File: config.mk
export PLATFORM = sky130hd
export DESIGN_NAME = bitmap_priority_run_queue
export DESIGN_NICKNAME = d
export VERILOG_FILES = /design/src/hw/rtl/brq_pkg.sv /design/src/hw/rtl/brq_prio_enc.sv /design/src/hw/rtl/brq_queue_core.sv /design/src/hw/rtl/bitmap_priority_run_queue.sv
export VERILOG_INCLUDE_DIRS = /design/src /design/src/hw/rtl
export SDC_FILE = /design/constraint.sdc
export NUM_CORES = 1
export LEC_CHECK = 0
export BUFFER_PORTS_ARGS = -buffer_cell sky130_fd_sc_hd__buf_2
export CAP_MARGIN = 0
export CORE_MARGIN = 2
export CORE_UTILIZATION = 68
export DETAILED_ROUTE_END_ITERATION = 16
export PLACE_DENSITY = 0.85
export REMOVE_ABC_BUFFERS = 1
export SYNTH_ARGS = -nofsm -noshare
export SYNTH_HDL_FRONTEND = slang
export SYNTH_HIERARCHICAL = 1
export SYNTH_SLANG_ARGS = --single-unit
File: constraint.sdc
create_clock -name aclk -period 20.6 [get_ports aclk]
set_input_delay 2.06 -clock aclk [delete_from_list [all_inputs] [get_ports aclk]]
set_output_delay 2.06 -clock aclk [all_outputs]
set_load 0.05 [all_outputs]
File: src/hw/rtl/bitmap_priority_run_queue_defines.svh
// ============================================================================
// Assertion macros for the bitmap priority run queue
// Concurrent assertion wrappers; empty under synthesis.
// ============================================================================
`ifndef BITMAP_PRIORITY_RUN_QUEUE_DEFINES_SVH
`define BITMAP_PRIORITY_RUN_QUEUE_DEFINES_SVH

`ifndef SYNTHESIS

// clocked check, held off while reset is asserted (active low)
`define BRQ_ASSERT_RST(label, clk, rstn, prop) \
    label: assert property (@(posedge clk) disable iff (!rstn) prop) \
        else $error("run queue assertion failed");

// clocked check, active during reset too
`define BRQ_ASSERT_ALWAYS(label, clk, prop) \
    label: assert property (@(posedge clk) prop) \
        else $error("run queue assertion failed");

`else

`define BRQ_ASSERT_RST(label, clk, rstn, prop)
`define BRQ_ASSERT_ALWAYS(label, clk, prop)

`endif

`endif

File: src/hw/rtl/brq_pkg.sv
// ============================================================================
// brq_pkg
// Command and status codes, item and result types of the run queue.
// ============================================================================
package brq_pkg;

    localparam int CMD_W    = 2;
    localparam int STATUS_W = 2;
    localparam int FIELD_W  = 5;

    localparam int S_TDATA_W = 16;
    localparam int S_TUSER_W = CMD_W;
    localparam int M_TDATA_W = 8;

    localparam logic [CMD_W-1:0] CMD_INSERT = 2'd0;
    localparam logic [CMD_W-1:0] CMD_REMOVE = 2'd1;
    localparam logic [CMD_W-1:0] CMD_FIND   = 2'd2;
    localparam logic [CMD_W-1:0] CMD_NOP    = 2'd3;

    localparam logic [STATUS_W-1:0] STATUS_OK          = 2'd0;
    localparam logic [STATUS_W-1:0] STATUS_INS_IGNORED = 2'd1;
    localparam logic [STATUS_W-1:0] STATUS_REM_IGNORED = 2'd2;

    typedef struct packed {
        logic [CMD_W-1:0]   cmd;
        logic [FIELD_W-1:0] task_id;
        logic [FIELD_W-1:0] prio;
        logic               slice_left;
    } item_t;

    typedef struct packed {
        logic [FIELD_W-1:0]  next_task;
        logic                found;
        logic [STATUS_W-1:0] status;
    } result_t;

endpackage

File: src/hw/rtl/brq_prio_enc.sv
// ============================================================================
// brq_prio_enc
// Highest-set-bit encoder over the level bitmap.
// ============================================================================
module brq_prio_enc #(
    parameter int WIDTH = 32,
    parameter int IDX_W = (WIDTH > 1) ? $clog2(WIDTH) : 1
) (
    input  logic [WIDTH-1:0] req,
    output logic [IDX_W-1:0] idx,
    output logic             any
);

    always_comb begin
        idx = '0;
        for (int i = 0; i < WIDTH; i++) begin
            if (req[i]) begin
                idx = IDX_W'(i);
            end
        end
        any = |req;
    end

endmodule

File: src/hw/rtl/brq_queue_core.sv
// ============================================================================
// brq_queue_core
// Per-level linked lists, level bitmap and queued flags; one command per
// enabled cycle, result produced combinationally.
// ============================================================================
module brq_queue_core #(
    parameter int LEVELS = 32,
    parameter int TASKS  = 32
) (
    input  logic             aclk,
    input  logic             aresetn,
    input  logic             exec_en,
    input  brq_pkg::item_t   item,
    output brq_pkg::result_t result
);

    localparam int LVL_W  = $clog2(LEVELS);
    localparam int TASK_W = $clog2(TASKS);

    logic [LEVELS-1:0] level_bitmap_reg, level_bitmap_next;
    logic [TASKS-1:0]  is_queued_reg, is_queued_next;

    logic [LVL_W-1:0]  task_level_reg [TASKS];
    logic [TASK_W-1:0] next_link_reg  [TASKS];
    logic [TASK_W-1:0] prev_link_reg  [TASKS];
    logic [TASK_W-1:0] level_head_reg [LEVELS];
    logic [TASK_W-1:0] level_tail_reg [LEVELS];

    logic [TASK_W-1:0] tid;
    logic              tid_ok;
    logic [LVL_W-1:0]  lv_ins;
    logic [LVL_W-1:0]  lv_top;
    logic              any_level;
    logic [LVL_W-1:0]  lv_sel;
    logic [TASK_W-1:0] head_rd;
    logic [TASK_W-1:0] tail_rd;
    logic              first;
    logic              last;

    logic              tl_we;
    logic              nl_we;
    logic [TASK_W-1:0] nl_addr;
    logic [TASK_W-1:0] nl_data;
    logic              pl_we;
    logic [TASK_W-1:0] pl_addr;
    logic [TASK_W-1:0] pl_data;
    logic              hd_we;
    logic [TASK_W-1:0] hd_data;
    logic              tt_we;
    logic [TASK_W-1:0] tt_data;

    brq_prio_enc #(
        .WIDTH (LEVELS),
        .IDX_W (LVL_W)
    ) u_prio_enc (
        .req (level_bitmap_reg),
        .idx (lv_top),
        .any (any_level)
    );

    assign tid    = TASK_W'(item.task_id);
    assign tid_ok = (32'(item.task_id) < TASKS);
    assign lv_ins = (32'(item.prio) >= LEVELS) ? LVL_W'(LEVELS - 1) : LVL_W'(item.prio);

    always_comb begin
        unique case (item.cmd)
            brq_pkg::CMD_INSERT: lv_sel = lv_ins;
            brq_pkg::CMD_REMOVE: lv_sel = task_level_reg[tid];
            default:             lv_sel = lv_top;
        endcase
    end

    assign head_rd = level_head_reg[lv_sel];
    assign tail_rd = level_tail_reg[lv_sel];
    assign first   = (head_rd == tid);
    assign last    = (tail_rd == tid);

    always_comb begin
        level_bitmap_next = level_bitmap_reg;
        is_queued_next    = is_queued_reg;
        tl_we   = 1'b0;
        nl_we   = 1'b0;
        nl_addr = tid;
        nl_data = head_rd;
        pl_we   = 1'b0;
        pl_addr = tid;
        pl_data = tail_rd;
        hd_we   = 1'b0;
        hd_data = tid;
        tt_we   = 1'b0;
        tt_data = tid;
        result.next_task = '0;
        result.found     = 1'b0;
        result.status    = brq_pkg::STATUS_OK;

        unique case (item.cmd)
            brq_pkg::CMD_INSERT: begin
                if (!tid_ok || is_queued_reg[tid]) begin
                    result.status = brq_pkg::STATUS_INS_IGNORED;
                end else begin
                    tl_we = 1'b1;
                    is_queued_next[tid]       = 1'b1;
                    level_bitmap_next[lv_sel] = 1'b1;
                    if (!level_bitmap_reg[lv_sel]) begin
                        hd_we = 1'b1;
                        tt_we = 1'b1;
                    end else if (item.slice_left) begin
                        nl_we   = 1'b1;
                        nl_addr = tid;
                        nl_data = head_rd;
                        pl_we   = 1'b1;
                        pl_addr = head_rd;
                        pl_data = tid;
                        hd_we   = 1'b1;
                    end else begin
                        pl_we   = 1'b1;
                        pl_addr = tid;
                        pl_data = tail_rd;
                        nl_we   = 1'b1;
                        nl_addr = tail_rd;
                        nl_data = tid;
                        tt_we   = 1'b1;
                    end
                end
            end
            brq_pkg::CMD_REMOVE: begin
                if (!tid_ok || !is_queued_reg[tid]) begin
                    result.status = brq_pkg::STATUS_REM_IGNORED;
                end else begin
                    is_queued_next[tid] = 1'b0;
                    if (first && last) begin
                        level_bitmap_next[lv_sel] = 1'b0;
                    end else if (first) begin
                        hd_we   = 1'b1;
                        hd_data = next_link_reg[tid];
                    end else if (last) begin
                        tt_we   = 1'b1;
                        tt_data = prev_link_reg[tid];
                    end else begin
                        nl_we   = 1'b1;
                        nl_addr = prev_link_reg[tid];
                        nl_data = next_link_reg[tid];
                        pl_we   = 1'b1;
                        pl_addr = next_link_reg[tid];
                        pl_data = prev_link_reg[tid];
                    end
                end
            end
            brq_pkg::CMD_FIND: begin
                if (any_level) begin
                    result.next_task = brq_pkg::FIELD_W'(head_rd);
                    result.found     = 1'b1;
                end
            end
            default: begin
            end
        endcase
    end

    always_ff @(posedge aclk) begin
        if (!aresetn) begin
            level_bitmap_reg <= '0;
            is_queued_reg    <= '0;
        end else if (exec_en) begin
            level_bitmap_reg <= level_bitmap_next;
            is_queued_reg    <= is_queued_next;
        end
    end

    always_ff @(posedge aclk) begin
        if (exec_en) begin
            if (tl_we) begin
                task_level_reg[tid] <= lv_sel;
            end
            if (nl_we) begin
                next_link_reg[nl_addr] <= nl_data;
            end
            if (pl_we) begin
                prev_link_reg[pl_addr] <= pl_data;
            end
            if (hd_we) begin
                level_head_reg[lv_sel] <= hd_data;
            end
            if (tt_we) begin
                level_tail_reg[lv_sel] <= tt_data;
            end
        end
    end

endmodule

File: src/hw/rtl/bitmap_priority_run_queue.sv
// ============================================================================
// bitmap_priority_run_queue
// Priority run queue: one linked list of task ids per level, a level bitmap,
// insert / remove / find commands, one result item per command.
// ============================================================================
//  channel | dir | handshake         | payload
//  --------+-----+-------------------+------------------------------------
//  s_      | in  | s_tvalid/s_tready | s_tuser: cmd; s_tdata: id, prio, slice
//  m_      | out | m_tvalid/m_tready | m_tdata: next_task, found, status
//
//  One item per cycle sustained while m_tready is high; each item passes
//  through the input and result registers and executes combinationally between
//  them, through the level priority encoder and the head/tail pointer lookups.
//  aresetn (synchronous) empties the queue; no clearing pass is needed.
//  A stalled m_ holds its result; the input register still takes one item.
// ============================================================================
`include "bitmap_priority_run_queue_defines.svh"

module bitmap_priority_run_queue #(
    parameter int LEVELS = 32,
    parameter int TASKS  = 32
) (
    input  logic                            aclk,
    input  logic                            aresetn,
    input  logic                            s_tvalid,
    output logic                            s_tready,
    // [4:0] task_id, [9:5] prio, [10] slice_left, [15:11] zero
    input  logic [brq_pkg::S_TDATA_W-1:0]   s_tdata,
    // [1:0] cmd
    input  logic [brq_pkg::S_TUSER_W-1:0]   s_tuser,
    output logic                            m_tvalid,
    input  logic                            m_tready,
    // [4:0] next_task, [5] found, [7:6] status
    output logic [brq_pkg::M_TDATA_W-1:0]   m_tdata
);

    brq_pkg::item_t   item_reg;
    logic             item_valid_reg, item_valid_next;
    brq_pkg::result_t res_reg;
    logic             res_valid_reg, res_valid_next;
    brq_pkg::result_t core_res;
    logic             adv;
    logic             s_fire;
    logic             res_found;
    logic             res_ok;
    logic             non_find_adv;
    logic             res_zero;

    assign adv      = item_valid_reg && (!res_valid_reg || m_tready);
    assign s_tready = !item_valid_reg || adv;
    assign s_fire   = s_tvalid && s_tready;

    always_comb begin
        item_valid_next = item_valid_reg;
        if (s_fire) begin
            item_valid_next = 1'b1;
        end else if (adv) begin
            item_valid_next = 1'b0;
        end
        res_valid_next = res_valid_reg;
        if (adv) begin
            res_valid_next = 1'b1;
        end else if (m_tready) begin
            res_valid_next = 1'b0;
        end
    end

    always_ff @(posedge aclk) begin
        if (!aresetn) begin
            item_valid_reg <= 1'b0;
            res_valid_reg  <= 1'b0;
        end else begin
            item_valid_reg <= item_valid_next;
            res_valid_reg  <= res_valid_next;
        end
    end

    always_ff @(posedge aclk) begin
        if (s_fire) begin
            item_reg.cmd        <= s_tuser;
            item_reg.task_id    <= s_tdata[4:0];
            item_reg.prio       <= s_tdata[9:5];
            item_reg.slice_left <= s_tdata[10];
        end
        if (adv) begin
            res_reg <= core_res;
        end
    end

    brq_queue_core #(
        .LEVELS (LEVELS),
        .TASKS  (TASKS)
    ) u_core (
        .aclk    (aclk),
        .aresetn (aresetn),
        .exec_en (adv),
        .item    (item_reg),
        .result  (core_res)
    );

    assign m_tvalid = res_valid_reg;
    assign m_tdata  = {res_reg.status, res_reg.found, res_reg.next_task};

    assign res_found    = res_valid_reg && res_reg.found;
    assign res_ok       = (res_reg.status == brq_pkg::STATUS_OK);
    assign non_find_adv = adv && (item_reg.cmd != brq_pkg::CMD_FIND);
    assign res_zero     = !res_reg.found && (res_reg.next_task == '0);

    `BRQ_ASSERT_RST(a_adv_gives_result, aclk, aresetn, adv |=> res_valid_reg)
    `BRQ_ASSERT_RST(a_found_only_ok, aclk, aresetn, res_found |-> res_ok)
    `BRQ_ASSERT_RST(a_found_only_find, aclk, aresetn, non_find_adv |=> res_zero)
    `BRQ_ASSERT_RST(a_item_held, aclk, aresetn, item_valid_reg && !adv |=> item_valid_reg && $stable(item_reg))

endmodule

======== After elaboration in Yosys (flattened, before gate mapping) ========
Memory sizes are Yosys's and may differ from the RTL's. A register that Yosys moved wholly into a read port is not among the register bits.
Index checks and enable logic that the tools add are counted.
cells by class
  bitwise gates (word level) .............. 6
  equality and inequality tests ........... 7
  magnitude comparators ................... 4
  reduce and logical (&&, ||, !) cells .... 17
  mux-type cells .......................... 133
operators with widths
  kind                                                                      number
  5-bit 2-to-1 mux                                                          68
  32-bit 2-to-1 mux                                                         5
  32-bit one-hot mux with 2 select lines                                    2
  32-bit bitwise AND                                                        2
  32-bit inverter                                                           2
  32-bit bitwise OR                                                         2
  5-bit one-hot mux with 2 select lines                                     5
  1-bit 2-to-1 mux                                                          44
  32-bit OR reduction                                                       1
  5-bit by 6-bit < comparator with 1-bit output (second input constant)     2
  1-bit binary-select mux with 5-bit select                                 2
  1-bit demux with 5-bit select                                             2
  5-bit == test                                                             2
  5-bit by 1-bit >= comparator with 1-bit output (second input constant)    2
  1-bit one-hot mux with 2 select lines                                     3
  2-bit nonzero test                                                        3
  1-bit logical AND                                                         5
  5-bit AND reduction                                                       1
  2-bit by 1-bit inequality test with 1-bit output (second input constant)  2
  2-bit one-hot mux with 2 select lines                                     1
  4-bit AND reduction                                                       1
  2-bit by 1-bit == test with 1-bit output (second input constant)          1
  2-bit == test (second input constant)                                     1
  1-bit logical NOT                                                         2
  other kinds (5)                                                           6
word-level totals
  bits of input ports ..................... 22
  word-level logic and storage cells ...... 183
  memories ................................ 5
  bits in registers ....................... 87
  output and inout bits ................... 10
  memory bits (writable) .................. 800
memories
  name                   depth  bits a word  read ports  clocked after Yosys merged registers in  wr ports  line                  source
  u_core.level_head_reg  32     5            1           0                                        1         brq_queue_core.sv:26  logic [TASK_W-1:0] level_head_reg [LEVELS];
  u_core.level_tail_reg  32     5            1           0                                        1         brq_queue_core.sv:27  logic [TASK_W-1:0] level_tail_reg [LEVELS];
  u_core.next_link_reg   32     5            1           1                                        1         brq_queue_core.sv:24  logic [TASK_W-1:0] next_link_reg [TASKS];
  u_core.prev_link_reg   32     5            1           1                                        1         brq_queue_core.sv:25  logic [TASK_W-1:0] prev_link_reg [TASKS];
  u_core.task_level_reg  32     5            1           1                                        1         brq_queue_core.sv:23  logic [LVL_W-1:0] task_level_reg [TASKS];

======== Depth between registers and ports, before layout ========
Gate-level depths: netlist of the first run.
An unclocked memory read counts as a cell.
  word-level depth ........................ 42
  depth in mapped cells ................... 27
  gate-level depth less buffers ........... 19

======== Hierarchy ========
Netlist of the first run, hierarchy kept.
modules (own cells, without submodules)
  module                     times used  area an instance (um2)  seq. area each (um2)  cells each
  brq_queue_core             1           36490.0                 25304.3               2496
  bitmap_priority_run_queue  1           734.5                   670.6                 30
  brq_prio_enc               1           366.6                   0.0                   62

======== Worst setup path after synthesis of the first run ========
No wires, ideal clock.
  path type ............................... reg2reg
  from .................................... reg item_reg[8] in the netlist's numbering
  to ...................................... mem u_core/level_tail_reg[0][1] in the netlist's numbering (data pin)
  data arrival time ....................... 6.315 ns
  cell stages (with the launch flop) ...... 18
  path buffers ............................ 5
  setup time .............................. 0.454 ns
  setup slack ............................. 13.831 ns
  data required time ...................... 20.146 ns
  clock period less this slack ............ 6.769 ns
  cells stage by stage .................... edfxtp_1 -> buf_2 -> nor3b_1 -> a22oi_1 -> and4_1 -> a21oi_1 -> or4_1 -> clkbuf_1 -> clkbuf_1 -> a21oi_1 -> nor4_1 -> o2111ai_1 -> xnor2_1 -> or3_1 -> clkbuf_1 -> and3_1 -> clkbuf_1 -> o21ai_0
between the ends
  cells in the longest elaborated chain, start to end .. 6
  elaborated cells between the ends (all ways) .. 10
  those cells by class .................... eq/ne: 2; mux: 7; reduce/logical: 1
ends and longest elaborated chain
  what                                                                                               line                             source
  from (decl)                                                                                        bitmap_priority_run_queue.sv:37  brq_pkg::item_t item_reg;
  parallel branches: the longest is 4 deep, another holds 1-bit binary-select mux with 5-bit select  -
  5-bit 2-to-1 mux *                                                                                 brq_queue_core.sv:127            if (!tid_ok || !is_queued_reg[tid]) begin
  5-bit 2-to-1 mux *                                                                                 brq_queue_core.sv:96             unique case (item.cmd)
  net u_core.tt_data[1]                                                                              brq_queue_core.sv:50             logic [TASK_W-1:0] tt_data;
  to (decl)                                                                                          brq_queue_core.sv:27
Mark *: on every way through the listed nets, which the timed path passes. The select of a mux whose other input is x is not followed.

======== Worst setup path after layout of the first run ========
  from .................................... reg item_reg[12] in the netlist's numbering
  to ...................................... mem u_core/next_link_reg[10][2] in the netlist's numbering (enable)
between the ends
  cells in the longest elaborated chain, start to end .. 12
  elaborated cells between the ends (all ways) .. 28
  those cells by class .................... eq/ne: 3; mux: 21; reduce/logical: 2; memory: 2
ends and longest elaborated chain
  what                                                                                  line                                        source
  2-bit by 1-bit == test with 1-bit output / 2-bit logical NOT (equally long branches)  brq_queue_core.sv:66, brq_queue_core.sv:96
  5-bit one-hot mux with 2 select lines                                                 brq_queue_core.sv:66                        unique case (item.cmd)
  memory read 32 x 5 bit                                                                -
  5-bit == test                                                                         brq_queue_core.sv:76                        assign last = (tail_rd == tid);
  1-bit 2-to-1 mux                                                                      brq_queue_core.sv:136                       end else if (last) begin
  1-bit 2-to-1 mux                                                                      brq_queue_core.sv:133                       end else if (first) begin
  1-bit 2-to-1 mux                                                                      brq_queue_core.sv:131                       if (first && last) begin
  1-bit 2-to-1 mux                                                                      brq_queue_core.sv:127
  1-bit one-hot mux with 2 select lines                                                 brq_queue_core.sv:96
  1-bit 2-to-1 mux                                                                      brq_queue_core.sv:175                       if (nl_we) begin
  1-bit 2-to-1 mux                                                                      brq_queue_core.sv:171                       if (exec_en) begin
  1-bit 2-to-1 mux (implied by the code)                                                brq_queue_core.sv:176                       next_link_reg[nl_addr] <= nl_data;
  to (decl)                                                                             brq_queue_core.sv:24
Parallel ways exist; a longest one is shown, timed or not. The select of a mux whose other input is x is not followed.

==> qor.csv, run 1 <==
metric;value;unit
ys.warnings.count;6;
combinationalPowerShare;9.4;%
ir_worst_vdd;66.89;uV
drt-met1-wl;33570;um
clk_pin_slew;0.06;ns
cellLeakagePower;12.67;nW
die_x;239.1;um
post_cts_resize_count;0;
num_vias;24920;
p_clk_share;39.2;%
intPower;2.996;mW
final_antenna_net_count;0;
synth.area.top_cells;edfxtp_1, mux4_2, dfxtp_1;
max_slew.worst_pin.slew;1.413;ns
final_layout_size_suffix_gt1_share;14.72;%
regToRegSetupSlack;10.98;ns
ys_types;84;
die_area;0.05718;mm^2
drc;0;
whs_path_depth;2;
tritoncts;built;
dp_hpwl;54110;um
post-route-util;74.61;%
wl_met3;11890;um
start_util;68.50;%
numCtsBuffers;87;
first_iter_violations;4710;
max_freq;0.1040;GHz
critPathCaptureType;register;
cts_hold_buf;0;
maxSlewHeadroom;5.827;%
top_layer_used;met5;
worstPathMaxFanout;96;
postCtsSetupBuffers;0;
netlist_top_cells_count;edfxtp_1, nor2_1, o21ai_0, clkbuf_1, mux4_2;
final.setup.worst_slack;10.98;ns
wl;95770;um
p_switching;0.9478;mW
path_class;reg -> reg;
hp-class;reg -> reg;
antenna_found_initial;4;
drv_cap;0;
route.met2.wl;45850;um
setup_tns;0;ns
first_pass_iters;6;
cts-root-buf;clkbuf_16;
synth_top_cell_area_share;65.58;%
sequentialPowerShare;51.4;%
clock_latency;0.66;ns
r2r-end;u_core/next_link_reg[10][2];
rows;86;
dp_slack;11.53;ns
slew_violations;0;
dominantRegCellSynth;edfxtp_1;
switching_share;24.03;%
rsz0062_at_grt;no;
synth_seq_area_share;69.10;%
core_area;0.05488;mm^2
grt_overflow_total;0;
grt_pass1_wl;143400;um
ff2ff_path_depth;15;
area_growth;8.920;%
required;20.85;ns
grt_pass1_vias;24110;
track_usage;33.44;%
run_status;finished, final reports clean;
nets;2552;
finalSetupViolations;0;
r2r-start;item_reg[12];
synth_cells;2588;
clock_sinks;887;
finalHoldViolCount;0;
ys_seq_elements;887;
avgRoutedWirePerCell;28.96;um
grt_max_degree;139;
yosysTopAreaCell;edfxtp_1;
worstPathArrival;9.87;ns
htree_levels;3;
routed_via_density;7.535;
critPathLaunchType;register;
synth_edf_count;821;
place.gp.congestion;0.8872;
fin_crit_sh;46.68;%
synth_area;0.03759;mm^2
die_h;239.1;um
finalClockSkew;0.03663;ns
clk_path_buf_depth;3;
pwr_density_cell;96.31;mW/mm^2
ios;32;
async_reset_ff_share;0;%
fin_crit;9.616;ns
syn_area_per_cell;14.53;um^2
yosysMostFrequentCell;edfxtp_1;
port_buffers;26;
-- layout make-up --
| type | count | area (um^2) |
|---|---|---|
| flip-flops and latches | 887 | 25970 |
| fillers | 3045 | 13930 |
| multi-input cells | 1456 | 10670 |
| clock buffers | 108 | 2317 |
| well taps | 704 | 880.8 |
| repair buffers | 78 | 553.0 |
| clock inverters | 53 | 469.2 |
| inverters | 20 | 77.57 |
| diodes | 1 | 2.502 |
-- kinds of logic (layout without fill, tap and decap cells) --
kind of cell | Yosys count | in the layout | share of synthesized area (%)
buffers and inverters | 245 | 259 | 2.919
multiplexers | 151 | 151 | 7.842
other | 0 | 1 | 0
flip-flops | 887 | 887 | 69.10
AND/OR/NAND/NOR | 607 | 607 | 8.175
AO/OA/AOI/OAI | 689 | 689 | 11.76
XOR/XNOR | 9 | 9 | 0.2097
-- placed cells by master (no fill, tap or decap), types with 16 or more instances in the layout --
cell       synthesis  final
and2_1            17     17
a211oi_1          29     29
a311oi_1          33     33
nor2_1           188    185
dfxtp_1           66     66
and3_1            36     36
nand2_1           76     76
buf_4              3     49
edfxtp_1         821    821
nand3_1           97     97
buf_2             55     26
a21oi_1          110    104
a22oi_1           80     80
a31oi_1          104    104
clkinv_1           4     23
clkbuf_1         133     16
o21ai_0          187    180
o22ai_1           46     42
clkbuf_16          0     88
mux4_2           114    114
a32oi_1           24     24
nor3_1            86     85
mux2i_1           29     29
-- power groups by stage --
stage | Sequential (mW) | Clock (mW) | Combinational (mW)
floorplan | 2.08 | 0 | 0.212
global placement | 2.06 | 0 | 0.334
detailed placement | 2.06 | 0 | 0.352
CTS | 2.03 | 1.56 | 0.357
global route | 2.03 | 1.62 | 0.388
finish | 2.03 | 1.54 | 0.373
-- metrics by stage --
stage	hold WS [ns]	cell area, um^2	total power, mW	std cells
6_report	0.4861	40940	3.943	3307
3_5_place_dp	0.4732	38140	2.415	3144
5_1_grt	0.5209	40940	4.030	3307
4_1_cts	0.4904	40930	3.938	3305
2_1_floorplan	0.4462	36570	2.289	2363
3_3_place_gp	0.4602	38140	2.397	3144
-- how the worst max path moves through the flow --
stage | startpoint | to | slack, ns | cells after the start
2_1_floorplan | item_reg[6] | register | 0.76 | 15
3_3_place_gp | item_reg[6] | u_core/next_link_reg[10][0] | 11.71 | 19
3_5_place_dp | item_reg[6] | u_core/next_link_reg[10][2] | 11.53 | 19
4_1_cts | item_reg[6] | u_core/next_link_reg[10][2] | 11.24 | 19
5_1_grt | item_reg[6] | u_core/next_link_reg[10][2] | 10.58 | 19
6_report | item_reg[12] | u_core/next_link_reg[10][2] | 10.98 | 15
-- per-layer routing --
metal | vias to the layer above | track usage, %
li1 | 10270 | -
met1 | 12110 | 45.40
met2 | 2140 | 53.53
met3 | 397 | 6.975
met4 | 2 | 13.96
met5 | - | 0
-- worst max-delay path, stage by stage (launching register included) --
cell and delay (ns):
edfxtp_1 0.87, clkinv_1 0.87, nand2_1 0.78, o22a_4 0.74, buf_4 0.88, nand3_1 0.20
nand3_1 0.17, a21oi_1 0.11, nor4_1 1.04, and3_1 0.28, o21ai_1 0.12, o31ai_2 0.68
or2_1 0.48, a311o_1 0.42, nor3b_2 0.75, nor3b_1 0.71
Power figures use the tool's default switching activity.
==> run 2: changes to the inputs <==
--- a/config.mk
+++ b/config.mk
@@ -9,9 +9,9 @@
 export BUFFER_PORTS_ARGS = -buffer_cell sky130_fd_sc_hd__buf_2
 export CAP_MARGIN = 0
 export CORE_MARGIN = 2
-export CORE_UTILIZATION = 68
+export CORE_UTILIZATION = 63
 export DETAILED_ROUTE_END_ITERATION = 16
-export PLACE_DENSITY = 0.85
+export PLACE_DENSITY = 0.79
 export REMOVE_ABC_BUFFERS = 1
 export SYNTH_ARGS = -nofsm -noshare
 export SYNTH_HDL_FRONTEND = slang
==> constraint.sdc (replaced) <==
create_clock -name aclk -period 9.6 [get_ports aclk]
set_input_delay 0.96 -clock aclk [delete_from_list [all_inputs] [get_ports aclk]]
set_output_delay 0.96 -clock aclk [all_outputs]
set_load 0.05 [all_outputs]
==> run 2 against run 1 <==
Sequential share of layout area fell by 0.49 points. Core utilization fell by 4.7 points. Clock-buffer cell count rose by 10. Maximum frequency rose by 17%. Clock skew fell by 0.013 ns. Critical path depth rose by 5. Combinational power rose by 110%. Cell count rose by 2.7%. Worst setup slack got worse by 9.6 ns.
==> qor.csv, run 2 (same netlist as run 1, synthesis figures left out) <==
metric;value;unit
finalSetupViolations;0;
max_slew.worst_pin.slew;1.371;ns
crit_slowest_cell;edfxtp_1;
wl;92710;um
fin_area;0.04126;mm^2
ir_worst_vdd;184.1;uV
port_buffers;26;
place.gp.congestion;0.9136;
dp_slack;1.629;ns
final_antenna_net_count;0;
post-place-cells;3236;
clock_latency;0.66;ns
p_switching;2.004;mW
routed_via_density;7.172;
intPower;6.507;mW
path_class;reg -> reg;
start_util;63.69;%
finalHoldViolCount;0;
finalClockSkew;0.02367;ns
postCtsSetupBuffers;0;
die_area;0.06164;mm^2
register_area;0.02597;mm^2
first_pass_iters;8;
numCtsBuffers;88;
first_iter_violations;3543;
die_x;248.3;um
drv_cap;0;
grt_max_degree;165;
setup_tns;0;ns
cpMostUsedCell;buf_4;
worstPathArrival;8.46;ns
area_growth;9.769;%
drc;0;
hp-class;reg -> reg;
maxSlewHeadroom;8.568;%
pwr_density_cell;206.3;mW/mm^2
cts_hold_buf;0;
fin_crit_sh;85.34;%
cellLeakagePower;12.80;nW
nets;2575;
critPathLaunchType;register;
track_usage;30.44;%
ios;32;
die_h;248.3;um
num_vias;24360;
post_cts_resize_count;0;
rsz0062_at_grt;no;
run_status;finished, final reports clean;
r2r-end;u_core/next_link_reg[10][1];
rows;89;
p_clk_share;39.6;%
r2r-start;item_reg[9];
avgRoutedWirePerCell;27.29;um
combinationalPowerShare;9.3;%
placed_area;0.03842;mm^2
tritoncts;built;
final_cell_mix;edfxtp_1, nor2_1, o21ai_0;
crit_path_max_incr_delay;0.92;ns
required;9.87;ns
grt_pass1_vias;23480;
fin_crit;8.193;ns
grt_overflow_total;0;
regToRegSetupSlack;1.41;ns
layout_commonest_cell;edfxtp_1;
dp_hpwl;55400;um
final_layout_size_suffix_gt1_share;15.32;%
sequentialPowerShare;51.1;%
htree_levels;3;
multiInputGateArea;0.01067;mm^2
worstPathMaxFanout;83;
final.setup.worst_slack;1.407;ns
whs_path_depth;2;
clk_path_buf_depth;3;
grt_pass1_wl;141000;um
slew_violations;0;
core_area;0.05902;mm^2
diodes;0;
cts-root-buf;clkbuf_16;
n_fill_cell;3695;
switching_share;23.55;%
max_freq;0.1221;GHz
antenna_found_initial;1;
instances_no_fill;3397;
ff2ff_path_depth;20;
critPathCaptureType;register;
clk_pin_slew;0.06;ns
path_cells;buf_4 > and3_1 > buf_4 > a22o_1 > a31o_1 > o21ai_4 > inv_4 > buf_4 > a31oi_1 > a32oi_1 > o22ai_1 > nor4_2 > xnor2_1 > nand3_1 > nor2_2 > or2_1 > a311o_1 > nor3b_2 > buf_4 > nor3b_1;
clock_sinks;887;
[run 2: cell types whose count changed in the layout (fill, tap and decap cells not counted), sizes merged]
cell | previous run | this run
clkinvlp | 4 | 3
inv | 21 | 18
clkinv | 42 | 34
diode | 1 | 0
buf | 78 | 100
clkbuf | 108 | 118
bufinv | 6 | 8
[run 2: metal layers]
layer	share of wire [%]	GRT usage [%]
met5	0.014	0
met4	3.6	11.41
met3	11	5.732
met2	48	47.62
met1	37	43.18
[run 2: cell type report]
| type | count | area share (%) |
|---|---|---|
| clock buffers | 118 | 5.758 |
| clock inverters | 43 | 1.122 |
| inverters | 20 | 0.1880 |
| multi-input cells | 1456 | 25.86 |
| flip-flops and latches | 887 | 62.95 |
| well taps | 773 | 2.344 |
| repair buffers | 100 | 1.783 |
[run 2: per-stage QoR]
stage	hold slack [ns]	power, mW	utilization (%)
CTS	0.4630	8.533	69.92
global placement	0.4556	5.163	65.10
global route	0.4649	8.749	69.92
detailed placement	0.4674	5.197	65.10
floorplan	0.4462	4.911	-
finish	0.4824	8.511	69.92
[run 2: worst max-delay path by stage]
| stage | slack (ns) | end | start | cells past startpoint |
|---|---|---|---|---|
| final | 1.41 | u_core/next_link_reg[10][1] | item_reg[9] | 20 |
| after global routing | 1.07 | u_core/next_link_reg[10][1] | item_reg[6] | 19 |
| after CTS | 1.57 | u_core/next_link_reg[10][1] | item_reg[6] | 19 |
| after detailed placement | 1.63 | u_core/next_link_reg[10][1] | item_reg[6] | 19 |
| after global placement | 1.90 | u_core/prev_link_reg[8][4] | item_reg[9] | 19 |
| after floorplan | -10.24 | register | item_reg[6] | 15 |
[run 2: worst max-delay path: cells and delay by family, from the launching register on]
kind / cells / cell delay, ns
xor gates and xnor gates: 1 / 0.19
buffers and inverters: 5 / 1.85
AOI/OAI and AO/OA: 7 / 1.53
and+or+nand+nor: 7 / 3.22
DFF: 1 / 0.92
[run 2: power by group through the flow]
| stage | Sequential [mW] | Combinational (mW) | Clock [mW] |
|---|---|---|---|
| floorplan | 4.46 | 0.454 | 0 |
| global placement | 4.43 | 0.731 | 0 |
| detailed placement | 4.43 | 0.764 | 0 |
| CTS | 4.35 | 0.770 | 3.41 |
| global route | 4.35 | 0.834 | 3.56 |
| finish | 4.35 | 0.787 | 3.37 |
